--- src/rtl/btmca_ram.sv ---
// generic single write port, single read port ram with registered read
module btmca_ram #(
  parameter int WIDTH = 8,
  parameter int DEPTH = 16
) (
  input  logic                     clk,
  input  logic                     we,
  input  logic [$clog2(DEPTH)-1:0] waddr,
  input  logic [WIDTH-1:0]         wdata,
  input  logic [$clog2(DEPTH)-1:0] raddr,
  output logic [WIDTH-1:0]         rdata
);

  logic [WIDTH-1:0] mem [DEPTH];

  always_ff @(posedge clk) begin
    if (we) begin
      mem[waddr] <= wdata;
    end
    rdata <= mem[raddr];
  end

endmodule

--- config.mk ---
export PLATFORM = sky130hd
export DESIGN_NAME = btmca_ram
export DESIGN_NICKNAME = d
export VERILOG_FILES = /design/src/rtl/btmca_ram.sv
export SDC_FILE = /design/constraint.sdc
export NUM_CORES = 1
export LEC_CHECK = 0
export BUFFER_PORTS_ARGS = -buffer_cell sky130_fd_sc_hd__buf_2
export CAP_MARGIN = 20
export CORE_MARGIN = 2
export CORE_UTILIZATION = 65
export CTS_CLUSTER_SIZE = 16
export DETAILED_ROUTE_END_ITERATION = 12
export PLACE_DENSITY_LB_ADDON = 0.08
export REMOVE_ABC_BUFFERS = 1
export SYNTH_ARGS = -nofsm -noshare
export SYNTH_HDL_FRONTEND = slang
export SYNTH_SLANG_ARGS = --single-unit
--- constraint.sdc ---
create_clock -name clk -period 4.39 [get_ports clk]
set_clock_uncertainty 0.2 [all_clocks]
set_input_delay 1.0975 -clock clk [delete_from_list [all_inputs] [get_ports clk]]
set_output_delay 1.0975 -clock clk [all_outputs]
set_load 0.02 [all_outputs]
======== Word-level counts from Yosys, hierarchy flattened ========
Memory sizes are Yosys's and may differ from the RTL's. A register that Yosys moved wholly into a read port is not among the register bits.
Cells that the tools add are included.
W data, S select, Z words.
storage, ports and cells
  input port bits ......................... 18
  bits in registers ....................... 0
  output and inout bits ................... 8
  bits in writable memories ............... 128
  word-level logic and storage cells ...... 3
  memories ................................ 1
memory list
  memory  words  bits a word  rd ports  clocked after Yosys merged registers in  wr ports  RTL line  RTL
  mem     16     8            1         1                                        1         14        logic [WIDTH-1:0] mem [DEPTH];
operators by class
  muxes and demuxes ....................... 2
operators with widths
  cell     number
  $mux W1  2

======== Depth between registers and ports, before layout ========
  depth in word-level cells ............... 2
  depth in mapped cells ................... 5
  gate-level depth less buffers ........... 3

======== Worst setup path before layout ========
Ideal clock, no wire load.
  path type ............................... input to register
  start point ............................. in waddr[2]
  end point ............................... mem mem[0][0], enable pin
  arrival time ............................ 2.207 ns
  required time ........................... 3.807 ns
  cell stages on the path ................. 2
  path slack .............................. 1.600 ns
  setup time .............................. 0.383 ns
  buffers on the path ..................... 0
  cells stage by stage .................... or3b_2 -> nor3_1
RTL lines
  what                RTL line  RTL
  start: declaration  8         input logic [$clog2(DEPTH)-1:0] waddr,
  end: declaration    14
No word-level cell before the write port.

======== Final worst setup path ========
  start point ............................. in waddr[2]
  end point ............................... mem mem[1][6], enable pin
No word-level cell before the write port.

==> results by group <==
Critical path
  • CP Cell Sequence: buf_2 > or3b_2 > nor2_1
  • Critical path data required time: 4310 ps
  • CP Max Fanout: 8
  • CP endpoint kind: flip-flop
  • Startpoint-to-endpoint class of the critical path: in2reg
  • Arrival time reported for the critical path endpoint: 2500 ps
  • Startpoint Class: input pin
  • Number of buffers and inverters on the critical path: 1
  • Cell class contributing the biggest share of worst-path delay: simple AND/OR/NAND/NOR gates
  • Largest stage delay, worst path: 780 ps
  • Highest-delay cell along the critical path: sky130_fd_sc_hd__nor2_1

Drt
  • Wirelength, routed: roughly 10,000 um
  • Vias per std cell: approximately 6.3
  • DR vias: between 2,000 and 2,500
  • Number of iterations in the first detailed-routing pass: 5
  • Routed wire length per instance: 26.26 um
  • Number of nets still failing antenna checks after routing: 0
  • Detailed router's first-iteration violation count: 230
  • DRC violations left: 0

Clock network
  • CTS root buffer: sky130_fd_sc_hd__clkbuf_8
  • Total setup buffers inserted after CTS: 0
  • CTS buffer count: 17
  • Clock network latency to the later pin of the worst-skew pair: 500 ps
  • CTS-repair resized insts: 0
  • Clock Tree Buf Depth: 2
  • Depth of the CTS H-tree: 4
  • Clock transition at the registers of the reported paths: 60 ps
  • TritonCTS clock tree: yes
  • Number of buffers inserted for hold repair after clock tree synthesis: 0
  • Clock sink count: 136

Floorplan
  • Initial Util: 0.6696
  • Die Span Y: 92.99 um
  • Row count: 32
  • I/O pin count: 26
  • Die outline area: a little under 0.009 sq mm
  • Core footprint: between 0.007 and 0.008 sq mm
  • Die extent in x: ~93 um

Place
  • Last weighted congestion value of the routability-driven placer: ~0.76
  • Port Buf Inserts: 25
  • Post-DP Area: between 0.005 and 0.006 sq mm
  • HPWL after detailed placement: around 5700 um

Cells and area
  • Area overhead of the layout relative to synthesis: 16.12%
  • Highest-count cells in the layout ignoring fill and taps: 128 x sky130_fd_sc_hd__edfxtp_1, 25 x sky130_fd_sc_hd__buf_2, 18 x sky130_fd_sc_hd__mux4_2
  • Total number of nets in the final design: between 200 and 300
  • Filler Cell Count: between 400 and 500
  • Cell area after layout: ~0.006 sq mm
  • Commonest non-fill, non-tap cell in the layout: sky130_fd_sc_hd__edfxtp_1
  • Fraction of final layout cells sized beyond drive strength 1: 0.2705
  • Antenna diodes: 0

Global routing
  • Maximum number of pins on one net before global-route repair: 33
  • All-layer global routing usage: 0.2585
  • Vias in the first global route: 2,458
  • Global-route wire length before repair: 14,810 um
  • Final global-route overflow total: 0
  • Number of antenna violations at the first check in global routing: 0

Yosys
  • Number of standard cells after synthesis: approximately 230
  • Synthesized area divided by synthesized cell count: between 20 and 25 sq um
  • Sequential share of the synthesized area: 0.7778
  • Register bit count reported by yosys: 136
  • Number of warnings reported in the yosys synthesis log: 0
  • Netlist cell types: 19
  • Post-Synthesis Cell Area: a little over 0.005 sq mm

Flow run
  • # Max-Cap Violations: 0

STA
  • RSZ-0062 raised after global routing: false
  • Final cycle utilization of the critical path: 0.5884
  • Slew HR: 0.3299
  • Final setup violation count: 0
  • Time the worst path needs with I/O delays and setup: roughly 2600 ps
  • Count of pins over their slew limit: 0
  • Count of final hold-check violations: 0
  • Slew @ Worst Pin: roughly 1000 ps
  • Setup TNS: 0 ps
  • Peak clock frequency supported by timing: 0.3872 GHz

Pwr
  • IR Drop Worst-Case VDD: approximately 0.37 mV
  • LEAKAGE: slightly above 2 nW
  • Power per cell area: 515.0 mW/mm^2

Run status
  • Run status: finished, final reports clean

Hold path
  • Hold/Removal Path Class: reg2reg
## worst min-delay path, stage by stage (launching register included)
cell and delay, ps:
sky130_fd_sc_hd__edfxtp_1 310, sky130_fd_sc_hd__mux4_1 230, sky130_fd_sc_hd__a22oi_1 60, sky130_fd_sc_hd__nand2_1 60
## sequential cells by signal, indices dropped and copies added (netlist names)
name   flops
mem      128
rdata      8
## where the power goes
part,switching (mW),internal (mW)
combinational,0.0834,0.0530
clock,0.501,0.979
sequential,0.00918,1.45
## path summary, 6_finish.rpt
check                  from         to  slack (ps)  depth (start not counted)
hold / removal    mem[5][2]   rdata[2]         490                          3
setup reg to reg  mem[0][3]   rdata[3]        2760                          3
setup / recovery   waddr[2]  mem[1][6]        1810                          3
hold reg to reg   mem[5][2]   rdata[2]         490                          3
## kinds of logic (layout without fill, tap and decap cells)
group	Yosys count	after routing	synth area share
buffers and inverters	10	62	0.01677
AND/OR/NAND/NOR	35	35	0.03184
multiplexers	32	32	0.1502
AO/OA/AOI/OAI	16	16	0.02334
flip-flops	136	136	0.7778
## per-layer routing
metal,vias to the layer above,track usage,share of wire
met1,1248,0.3530,0.39
met2,116,0.4118,0.51
li1,1056,-,-
met3,12,0.06930,0.082
met4,0,0.09559,0.018
met5,-,0,0
## layout make-up
type	instances	area, sq um	area share
clock buffer	20	425.4	0.07117
multi-input combinational	83	1057	0.1769
clock inverter	12	200.2	0.03349
timing repair buffer	30	162.7	0.02721
sequential	136	4004	0.6699
tap	102	127.6	0.02135
## synthesized netlist by cell type (all sizes together)
master / number / share of area
a22oi: 16 / 0.023
and2: 1 / 0.0012
and2b: 1 / 0.0015
buf: 7 / 0.011
clkdlybuf4s25: 3 / 0.0058
dfxtp: 8 / 0.031
edfxtp: 128 / 0.75
mux4: 32 / 0.15
nand2: 9 / 0.0066
nand2b: 2 / 0.0024
nand3: 1 / 0.00097
nand3b: 2 / 0.0029
nor2: 13 / 0.0095
nor2b: 1 / 0.0012
nor3: 4 / 0.0039
or3b: 1 / 0.0017
## per-stage QoR
stage                     hold WS, ps  total power, mW  setup slack [ps]  std cells    util
after floorplan                 429.3            1.554              1600        219       -
after global placement          462.9            1.618              1360        351  0.6961
after detailed placement        471.6            1.622              1383        351  0.6961
after CTS                       485.3            3.094              1776        383  0.7775
after global routing            518.3            3.167              1769        383  0.7775
final                           486.8            3.078              1807        383  0.7775
Note: power is estimated with default switching activity, not from simulation.
